$ cat src/rtl/core/essm_pkg.sv
// Package with the shared types and constants of the engine-sound spool mapper.
package essm_pkg;

  localparam logic [1:0] OP_TICK  = 2'd0;
  localparam logic [1:0] OP_START = 2'd1;
  localparam logic [1:0] OP_STOP  = 2'd2;

  localparam logic CFG_TOP_SPEED   = 1'b0;
  localparam logic CFG_MASTER_GAIN = 1'b1;

  localparam logic [15:0] TOP_SPEED_RST   = 16'd12800;
  localparam logic [15:0] MASTER_GAIN_RST = 16'd16384;
  localparam logic [15:0] TOP_MIN         = 16'd256;
  localparam logic [15:0] DT_MAX          = 16'd6553;
  localparam logic [14:0] ONE_Q14         = 15'd16384;

  localparam logic [15:0] K_TGT_BASE = 16'd2949;
  localparam logic [15:0] K_TGT_MUL  = 16'd13434;
  localparam logic [15:0] K_RATE_UP  = 16'd52428;
  localparam logic [15:0] K_RATE_DN  = 16'd29491;
  localparam logic [15:0] K_WP_BASE  = 16'd13926;
  localparam logic [15:0] K_WP_SN    = 16'd13107;
  localparam logic [15:0] K_WP_SP    = 16'd1966;
  localparam logic [15:0] K_WA_BASE  = 16'd3276;
  localparam logic [15:0] K_WA_SN    = 16'd7372;
  localparam logic [15:0] K_WB_BASE  = 16'd9830;
  localparam logic [15:0] K_WB_SP    = 16'd6553;
  localparam logic [15:0] K_TP_BASE  = 16'd11468;
  localparam logic [15:0] K_TP_SN    = 16'd9011;
  localparam logic [15:0] K_TP_SP    = 16'd1638;
  localparam logic [15:0] K_TA_BASE  = 16'd1638;
  localparam logic [15:0] K_TA_SN    = 16'd13926;
  localparam logic [15:0] K_TB_BASE  = 16'd7372;
  localparam logic [15:0] K_TB_SP    = 16'd9830;
  localparam logic [15:0] K_CAP      = 16'd18022;
  localparam logic [17:0] WP_LO = 18'd11468;
  localparam logic [17:0] WP_HI = 18'd31129;
  localparam logic [17:0] TP_LO = 18'd9830;
  localparam logic [17:0] TP_HI = 18'd26214;

  localparam int QUOT_BITS = 15;

  // Sequencer states, one-hot.
  typedef enum logic [4:0] {
    ST_IDLE = 5'b00001,
    ST_DIV  = 5'b00010,
    ST_MUL  = 5'b00100,
    ST_OUT  = 5'b01000,
    ST_DONE = 5'b10000
  } state_t;

  // Control toward the divider.
  typedef struct packed {
    logic        start;
    logic [14:0] dividend;
    logic [15:0] divisor;
  } div_req_t;

  typedef struct packed {
    logic        done;
    logic [14:0] quot;
  } div_rsp_t;

endpackage

$ cat src/rtl/core/essm_div.sv
// Restoring divider, one quotient bit per cycle, for the speed ratio.
module essm_div (
  input  logic              clk,
  input  logic              rst_n,
  input  essm_pkg::div_req_t req,
  output essm_pkg::div_rsp_t rsp
);
  import essm_pkg::*;

  // Quotient (speed<<14)/top < 16384 since speed < top; the 30-bit numerator
  // takes 30 steps, and the upper quotient bits always come out zero.
  logic [15:0] rem_r, rem_nxt;
  logic [29:0] num_r, num_nxt;
  logic [14:0] q_r, q_nxt;
  logic [15:0] dvs_r, dvs_nxt;
  logic [4:0]  cnt_r, cnt_nxt;
  logic        busy_r, busy_nxt;
  logic        done_r, done_nxt;
  logic [16:0] trial;
  logic [16:0] shifted;

  always_comb begin
    rem_nxt  = rem_r;
    num_nxt  = num_r;
    q_nxt    = q_r;
    dvs_nxt  = dvs_r;
    cnt_nxt  = cnt_r;
    busy_nxt = busy_r;
    done_nxt = 1'b0;
    shifted  = {rem_r, num_r[29]};
    trial    = shifted - {1'b0, dvs_r};
    if (req.start) begin
      rem_nxt  = '0;
      num_nxt  = {1'b0, req.dividend, 14'd0};
      dvs_nxt  = req.divisor;
      q_nxt    = '0;
      cnt_nxt  = 5'(QUOT_BITS + 15);
      busy_nxt = 1'b1;
    end else if (busy_r) begin
      num_nxt = {num_r[28:0], 1'b0};
      if (!trial[16]) begin
        rem_nxt = trial[15:0];
        q_nxt   = {q_r[13:0], 1'b1};
      end else begin
        rem_nxt = shifted[15:0];
        q_nxt   = {q_r[13:0], 1'b0};
      end
      cnt_nxt = cnt_r - 5'd1;
      if (cnt_r == 5'd1) begin
        busy_nxt = 1'b0;
        done_nxt = 1'b1;
      end
    end
  end

  always_ff @(posedge clk) begin
    if (!rst_n) begin
      busy_r <= 1'b0;
      done_r <= 1'b0;
      cnt_r  <= '0;
    end else begin
      busy_r <= busy_nxt;
      done_r <= done_nxt;
      cnt_r  <= cnt_nxt;
    end
    rem_r <= rem_nxt;
    num_r <= num_nxt;
    q_r   <= q_nxt;
    dvs_r <= dvs_nxt;
  end

  assign rsp.done = done_r;
  assign rsp.quot = q_r;
endmodule

$ cat src/rtl/core/engine_sound_spool_mapper_top.sv
// Top level of the engine-sound spool mapper.
// A start beat while stopped clears the spool level and sets the block running,
// a stop beat clears the running flag, and a tick beat while running yields one
// result beat carrying whine and thrust pitch and volume. Start, stop, unused op
// codes and ticks while stopped give no result. A tick whose speed needs a real
// division passes through the bit-serial divider that forms the speed ratio,
// then takes 16 steps through a single shared 18x18 multiplier, one product per
// cycle, then clamping into the output register, and then holds the result beat
// until it is taken. A tick whose speed is not positive or reaches the top speed
// skips the divider. in_stall is high from the accepted tick until its result
// beat is taken. Configuration writes are taken at any time but must only be
// issued while the block is idle.
module engine_sound_spool_mapper_top (
  input  logic        clk,
  input  logic        rst_n,
  input  logic        in_valid,
  output logic        in_stall,
  input  logic [1:0]  in_op,
  input  logic [15:0] in_elapsed,
  input  logic signed [15:0] in_speed,
  input  logic signed [15:0] in_throttle_in,
  output logic        out_valid,
  input  logic        out_stall,
  output logic [14:0] out_whine_pitch,
  output logic [15:0] out_whine_volume,
  output logic [14:0] out_thrust_pitch,
  output logic [16:0] out_thrust_volume,
  input  logic        cfg_valid,
  output logic        cfg_ready,
  input  logic [0:0]  cfg_index,
  input  logic [15:0] cfg_data
);
  import essm_pkg::*;

  state_t state_r, state_nxt;
  logic [15:0] top_speed_r, master_gain_r;
  logic [14:0] spool_r, spool_nxt;
  logic        running_r, running_nxt;

  // Latched, clamped operands of the tick in flight.
  logic [15:0] dt_r, dt_nxt;
  logic [14:0] thr_r, thr_nxt;
  logic [14:0] sn_r, sn_nxt;
  logic [3:0]  step_r, step_nxt;
  logic [17:0] acc_r, acc_nxt;   // shared product register
  logic [15:0] target_r, target_nxt;
  logic [17:0] wp_r, wp_nxt, tp_r, tp_nxt;
  logic [17:0] wa_r, wa_nxt, wb_r, wb_nxt, ta_r, ta_nxt, tb_r, tb_nxt;
  logic [17:0] cap_r, cap_nxt;
  logic [17:0] wv_r, wv_nxt, tv_r, tv_nxt;
  logic        neg_r, neg_nxt;

  logic [14:0] o_wp_r, o_wp_nxt, o_tp_r, o_tp_nxt;
  logic [15:0] o_wv_r, o_wv_nxt;
  logic [16:0] o_tv_r, o_tv_nxt;
  logic        out_valid_r, out_valid_nxt;

  // Shared multiplier: 18x18, result shifted down by 14 or 16.
  logic [17:0] mul_a, mul_b;
  logic [35:0] mul_p;
  logic [17:0] mq14;
  logic [17:0] mq16;
  assign mul_p = mul_a * mul_b;
  assign mq14  = mul_p[31:14];
  assign mq16  = mul_p[33:16];

  div_req_t dreq;
  div_rsp_t drsp;
  essm_div u_div (.clk(clk), .rst_n(rst_n), .req(dreq), .rsp(drsp));

  logic        in_fire;
  logic [15:0] top_eff;
  logic [15:0] spd_u;
  logic [15:0] spool_ext;
  logic [15:0] mag;
  logic [16:0] nsp;

  assign in_fire   = in_valid && !in_stall;
  assign in_stall  = (state_r != ST_IDLE);
  assign cfg_ready = 1'b1;
  assign top_eff   = (top_speed_r < TOP_MIN) ? TOP_MIN : top_speed_r;
  assign spd_u     = in_speed;
  assign spool_ext = {1'b0, spool_r};
  assign mag       = neg_r ? (spool_ext - target_r) : (target_r - spool_ext);

  // Multiplier operand selection per step.
  always_comb begin
    mul_a = '0;
    mul_b = '0;
    case (step_r)
      4'd0:  begin mul_a = 18'(K_TGT_MUL); mul_b = 18'(thr_r); end
      4'd1:  begin mul_a = 18'(dt_r);
               mul_b = 18'((target_r > spool_ext) ? K_RATE_UP : K_RATE_DN); end
      4'd2:  begin mul_a = 18'(mag); mul_b = acc_r; end
      4'd3:  begin mul_a = 18'(K_WP_SN); mul_b = 18'(sn_r); end
      4'd4:  begin mul_a = 18'(K_WP_SP); mul_b = 18'(spool_r); end
      4'd5:  begin mul_a = 18'(K_WA_SN); mul_b = 18'(sn_r); end
      4'd6:  begin mul_a = 18'(K_WB_SP); mul_b = 18'(spool_r); end
      4'd7:  begin mul_a = 18'(K_TP_SN); mul_b = 18'(sn_r); end
      4'd8:  begin mul_a = 18'(K_TP_SP); mul_b = 18'(spool_r); end
      4'd9:  begin mul_a = 18'(K_TA_SN); mul_b = 18'(sn_r); end
      4'd10: begin mul_a = 18'(K_TB_SP); mul_b = 18'(spool_r); end
      4'd11: begin mul_a = 18'(master_gain_r); mul_b = wa_r; end
      4'd12: begin mul_a = acc_r; mul_b = wb_r; end
      4'd13: begin mul_a = 18'(master_gain_r); mul_b = ta_r; end
      4'd14: begin mul_a = acc_r; mul_b = tb_r; end
      4'd15: begin mul_a = 18'(master_gain_r); mul_b = 18'(K_CAP); end
      default: begin mul_a = '0; mul_b = '0; end
    endcase
  end

  always_comb begin
    state_nxt     = state_r;
    spool_nxt     = spool_r;
    running_nxt   = running_r;
    dt_nxt        = dt_r;
    thr_nxt       = thr_r;
    sn_nxt        = sn_r;
    step_nxt      = step_r;
    acc_nxt       = acc_r;
    target_nxt    = target_r;
    wp_nxt = wp_r; tp_nxt = tp_r; wa_nxt = wa_r; wb_nxt = wb_r;
    ta_nxt = ta_r; tb_nxt = tb_r; cap_nxt = cap_r; wv_nxt = wv_r; tv_nxt = tv_r;
    neg_nxt       = neg_r;
    o_wp_nxt = o_wp_r; o_tp_nxt = o_tp_r; o_wv_nxt = o_wv_r; o_tv_nxt = o_tv_r;
    out_valid_nxt = out_valid_r;
    dreq.start    = 1'b0;
    dreq.dividend = in_speed[14:0];
    dreq.divisor  = top_eff;
    nsp           = '0;
    case (state_r)
      ST_IDLE: begin
        if (in_fire) begin
          case (in_op)
            OP_START: begin
              if (!running_r) begin
                spool_nxt   = '0;
                running_nxt = 1'b1;
              end
            end
            OP_STOP: running_nxt = 1'b0;
            OP_TICK: begin
              if (running_r) begin
                dt_nxt   = (in_elapsed > DT_MAX) ? DT_MAX : in_elapsed;
                thr_nxt  = in_throttle_in[15] ? 15'd0 :
                           ((in_throttle_in >= 16'sd16384) ? ONE_Q14 :
                            in_throttle_in[14:0]);
                step_nxt = '0;
                if (in_speed[15] || in_speed == 16'sd0) begin
                  sn_nxt    = '0;
                  state_nxt = ST_MUL;
                end else if (spd_u >= top_eff) begin
                  sn_nxt    = ONE_Q14;
                  state_nxt = ST_MUL;
                end else begin
                  dreq.start = 1'b1;
                  state_nxt  = ST_DIV;
                end
              end
            end
            default: ;
          endcase
        end
      end
      ST_DIV: begin
        if (drsp.done) begin
          sn_nxt    = drsp.quot;
          state_nxt = ST_MUL;
        end
      end
      ST_MUL: begin
        step_nxt = step_r + 4'd1;
        case (step_r)
          4'd0: target_nxt = K_TGT_BASE + mq14[15:0];
          4'd1: begin
            acc_nxt = (mq16 > 18'(ONE_Q14)) ? 18'(ONE_Q14) : mq16;
            neg_nxt = (target_r < spool_ext);
          end
          4'd2: begin
            // Magnitude times gain, truncated, applied with the sign.
            if (neg_r) begin
              nsp = (mq14 > 18'(spool_r)) ? 17'd0 : 17'(18'(spool_r) - mq14);
            end else begin
              nsp = 17'(18'(spool_r) + mq14);
              if (nsp > 17'(ONE_Q14)) nsp = 17'(ONE_Q14);
            end
            spool_nxt = nsp[14:0];
          end
          4'd3:  wp_nxt = 18'(K_WP_BASE) + mq14;
          4'd4:  wp_nxt = wp_r + mq14;
          4'd5:  wa_nxt = 18'(K_WA_BASE) + mq14;
          4'd6:  wb_nxt = 18'(K_WB_BASE) + mq14;
          4'd7:  tp_nxt = 18'(K_TP_BASE) + mq14;
          4'd8:  tp_nxt = tp_r + mq14;
          4'd9:  ta_nxt = 18'(K_TA_BASE) + mq14;
          4'd10: tb_nxt = 18'(K_TB_BASE) + mq14;
          4'd11: acc_nxt = mq14;
          4'd12: wv_nxt = mq14;
          4'd13: acc_nxt = mq14;
          4'd14: tv_nxt = mq14;
          4'd15: begin
            cap_nxt   = mq14;
            state_nxt = ST_OUT;
          end
          default: ;
        endcase
      end
      ST_OUT: begin
        o_wp_nxt = (wp_r < WP_LO) ? WP_LO[14:0] : ((wp_r > WP_HI) ? WP_HI[14:0] : wp_r[14:0]);
        o_tp_nxt = (tp_r < TP_LO) ? TP_LO[14:0] : ((tp_r > TP_HI) ? TP_HI[14:0] : tp_r[14:0]);
        o_wv_nxt = (wv_r > 18'(master_gain_r)) ? master_gain_r : wv_r[15:0];
        o_tv_nxt = (tv_r > cap_r) ? cap_r[16:0] : tv_r[16:0];
        out_valid_nxt = 1'b1;
        state_nxt     = ST_DONE;
      end
      ST_DONE: begin
        if (!out_stall) begin
          out_valid_nxt = 1'b0;
          state_nxt     = ST_IDLE;
        end
      end
      default: state_nxt = ST_IDLE;
    endcase
  end

  always_ff @(posedge clk) begin
    if (!rst_n) begin
      state_r       <= ST_IDLE;
      spool_r       <= '0;
      running_r     <= 1'b0;
      out_valid_r   <= 1'b0;
      step_r        <= '0;
      top_speed_r   <= TOP_SPEED_RST;
      master_gain_r <= MASTER_GAIN_RST;
    end else begin
      state_r     <= state_nxt;
      spool_r     <= spool_nxt;
      running_r   <= running_nxt;
      out_valid_r <= out_valid_nxt;
      step_r      <= step_nxt;
      if (cfg_valid && cfg_ready) begin
        case (cfg_index)
          CFG_TOP_SPEED:   top_speed_r   <= cfg_data;
          CFG_MASTER_GAIN: master_gain_r <= cfg_data;
          default: ;
        endcase
      end
    end
  end

  always_ff @(posedge clk) begin
    dt_r <= dt_nxt; thr_r <= thr_nxt; sn_r <= sn_nxt; acc_r <= acc_nxt;
    target_r <= target_nxt; neg_r <= neg_nxt;
    wp_r <= wp_nxt; tp_r <= tp_nxt; wa_r <= wa_nxt; wb_r <= wb_nxt;
    ta_r <= ta_nxt; tb_r <= tb_nxt; cap_r <= cap_nxt; wv_r <= wv_nxt; tv_r <= tv_nxt;
    o_wp_r <= o_wp_nxt; o_tp_r <= o_tp_nxt; o_wv_r <= o_wv_nxt; o_tv_r <= o_tv_nxt;
  end

  assign out_valid         = out_valid_r;
  assign out_whine_pitch   = o_wp_r;
  assign out_whine_volume  = o_wv_r;
  assign out_thrust_pitch  = o_tp_r;
  assign out_thrust_volume = o_tv_r;
endmodule

$ cat config.mk
export PLATFORM = sky130hd
export DESIGN_NAME = engine_sound_spool_mapper_top
export DESIGN_NICKNAME = d
export VERILOG_FILES = /design/src/rtl/core/essm_pkg.sv /design/src/rtl/core/essm_div.sv /design/src/rtl/core/engine_sound_spool_mapper_top.sv
export SDC_FILE = /design/constraint.sdc
export NUM_CORES = 2
export LEC_CHECK = 0
export BUFFER_PORTS_ARGS = -buffer_cell sky130_fd_sc_hd__buf_2
export CORE_UTILIZATION = 38
export CTS_CLUSTER_SIZE = 10
export DETAILED_ROUTE_END_ITERATION = 8
export PLACE_DENSITY = 0.5
export REMOVE_ABC_BUFFERS = 1
export SYNTH_ARGS = -nofsm -noshare
export SYNTH_HDL_FRONTEND = slang
export SYNTH_HIERARCHICAL = 1
export SYNTH_SLANG_ARGS = --single-unit
$ cat constraint.sdc
create_clock -name clk -period 23 [get_ports clk]
set_clock_uncertainty 0.1 [all_clocks]
set_input_delay 3.45 -clock clk [delete_from_list [all_inputs] [get_ports clk]]
set_output_delay 3.45 -clock clk [all_outputs]
set_load 0.1 [all_outputs]
==> flow_metrics.tcl <==
set metrics [dict create \
    outcome "completed" \
    cp_data_arrival_time_ps 13800 \
    globalplace.congestion 1.01 \
    cts_max_level 2 \
    ys_ff_latch 434 \
    dr.first_iter.drc_count 2776 \
    ctsHoldBuffers 0 \
    area_growth_syn_to_layout_pct 10.8 \
    ys_types 111 \
    core_area_um2 93600 \
    crit_top_cell "sky130_fd_sc_hd__fa_1" \
    finalSetupViolations 0 \
    global_route.usage.total 0.264 \
    portBuffers 136 \
    synth.avg_cell_area_um2 9.73 \
    tightest_slew_ps 1280 \
    layout_nets 4428 \
    die_area_um2 96100 \
    worstSetupEndpointType "register" \
    num_vias 28402 \
    worstSetupPathType "reg -> reg" \
    timing_hold_violations_final 0 \
    first_global_vias 27778 \
    post_cts_resized 0 \
    synth-edff-count 337 \
    min-delay-path-class "reg -> reg" \
    clkTransAtPathRegs_ps 60 \
    period_minus_slack_ps 13350 \
    rr_startpoint "spool_r[1]" \
    routed_wl_um 127000 \
    drt_pre_antenna_iters 8 \
    placed_cells_incl_taps 5008 \
    layout_commonest_cell "sky130_fd_sc_hd__inv_1" \
    hp-start "top_speed_r[12]" \
    clock_tree.buffer_depth 3 \
    pin_count 138 \
    synth_flop_cell "sky130_fd_sc_hd__edfxtp_1" \
    most-common-layout-cells "sky130_fd_sc_hd__inv_1, sky130_fd_sc_hd__nand2_1, sky130_fd_sc_hd__edfxtp_1" \
    drv_cap 0 \
    synth_cells 3703 \
    maxSlewViolCount 0 \
    first_pass_grt_wire_length_um 187000 \
    grt_max_degree 59 \
    required_ps 23460 \
    yosysWarningCount 6 \
    netlist_area_um2 36000 \
    grt_setup_unrepaired "no" \
    layoutNonFillerInstCount 5105 \
    cp-start-kind "register" \
    async_reset_ff_frac 0 \
    timing.critical_path.slowest_stage_cell "sky130_fd_sc_hd__a2111oi_2" \
    die_width_um 310 \
    clock_sink_count 434 \
    cts-buffers-inserted 54 \
    synth-seq-area-share 0.335 \
    timing.fmax_ghz 0.0749 \
    globalRoute.totalOverflow 0 \
    critPathLaunch "spool_r[1]" \
    floorplan.rows 112 \
    timing.final.crit_share 0.580 \
    via_per_instance_ratio 5.56 \
    detailed_place_hpwl_um 96500 \
    tns_ps 0 \
    dieHeight_um 310 \
    clock_latency_late_sink_ps 630 \
    drt_drc 0 \
    final_layout_size_suffix_gt1_frac 0.107 \
    final_core_utilization 0.427 \
    crit_path_max_fo 18 \
    antenna_found_initial 1 \
    ant_nets 0 \
    wire_per_inst_um 24.8 \
    cts_setup_buffers 0 \
    start_util 0.385 \
    max_stage_delay_ps 850 \
    cts_root_buf "sky130_fd_sc_hd__clkbuf_16" \
    cts_tree "built" \
    maxSlewHeadroom 0.144 \
]
## cells by family (layout without fill, tap and decap cells)
| logic type | after synthesis | in the layout | share of synthesized area |
|---|---|---|---|
| AOI/OAI and AO/OA | 788 | 788 | 0.151 |
| xor gates and xnor gates | 149 | 149 | 0.0375 |
| adders and majority gates | 546 | 546 | 0.244 |
| buffers and inverters | 630 | 774 | 0.0681 |
| DFF | 434 | 434 | 0.335 |
| muxes | 81 | 81 | 0.0240 |
| other | 2 | 6 | 0.000208 |
| and+or+nand+nor | 1073 | 1073 | 0.141 |
## final timing paths
kind                     endpoint  slack (ps)  cells past startpoint
setup / recovery       spool_r[5]        9650                     40
hold / removal    u_div/dvs_r[12]         360                      0
setup reg to reg       spool_r[5]        9650                     40
hold reg to reg   u_div/dvs_r[12]         360                      0
## routing by layer
metal | vias up | GRT usage | wire (µm) | share of wire
li1 | 13029 | - | - | -
met2 | 1113 | 0.392 | 54300 | 0.43
met1 | 14048 | 0.381 | 57200 | 0.45
met3 | 212 | 0.0576 | 10700 | 0.085
met4 | 0 | 0.0852 | 4390 | 0.035
met5 | - | 0 | 0 | 0
## stage by stage
stage,area [µm²],hold slack (ps),setup slack [ps]
5_1_grt,39900,367,9100
3_5_place_dp,38300,344,9960
6_report,39900,360,9650
3_3_place_gp,38300,348,10110
2_1_floorplan,35400,331,10390
4_1_cts,39900,360,9860
## area by class of cell
type,count,area [µm²]
clock inverters,10,85.1
inverters,469,1770
fillers,9336,53700
multi-input cells,2641,21700
flip-flops and latches,434,12100
clock buffers,85,1560
repair buffers,210,1240
well taps,1254,1570
diodes,2,5.00
## cells in the mapped netlist, types with 38 or more instances
cell type | count | area, µm²
sky130_fd_sc_hd__inv_1 | 457 | 1720
sky130_fd_sc_hd__fa_1 | 260 | 5200
sky130_fd_sc_hd__o21ai_0 | 135 | 676
sky130_fd_sc_hd__edfxtp_1 | 337 | 10100
sky130_fd_sc_hd__nand2b_1 | 57 | 357
sky130_fd_sc_hd__nand3_1 | 46 | 230
sky130_fd_sc_hd__xor2_1 | 38 | 333
sky130_fd_sc_hd__nand2_1 | 347 | 1300
sky130_fd_sc_hd__mux2i_1 | 42 | 420
sky130_fd_sc_hd__and2_1 | 73 | 457
sky130_fd_sc_hd__clkbuf_1 | 127 | 477
sky130_fd_sc_hd__a21oi_1 | 217 | 1090
sky130_fd_sc_hd__dfxtp_1 | 97 | 1940
sky130_fd_sc_hd__mux2_2 | 38 | 428
sky130_fd_sc_hd__xnor2_1 | 107 | 937
sky130_fd_sc_hd__ha_1 | 286 | 3580
sky130_fd_sc_hd__a21o_1 | 75 | 563
sky130_fd_sc_hd__nor3_1 | 60 | 300
sky130_fd_sc_hd__nor2_1 | 294 | 1100
## worst max-delay path, delay by kind of cell (launching register included)
family          cells  cell delay [ps]
compound gates     19             6040
xor+xnor            1               90
fa+ha+maj           9             4580
buf+inv             5              650
flops               1              490
simple gates        6             1300
Power is left out: the tool's default activity adds up to more than one toggle a clock period on the data nets, which glitch-free logic cannot reach.
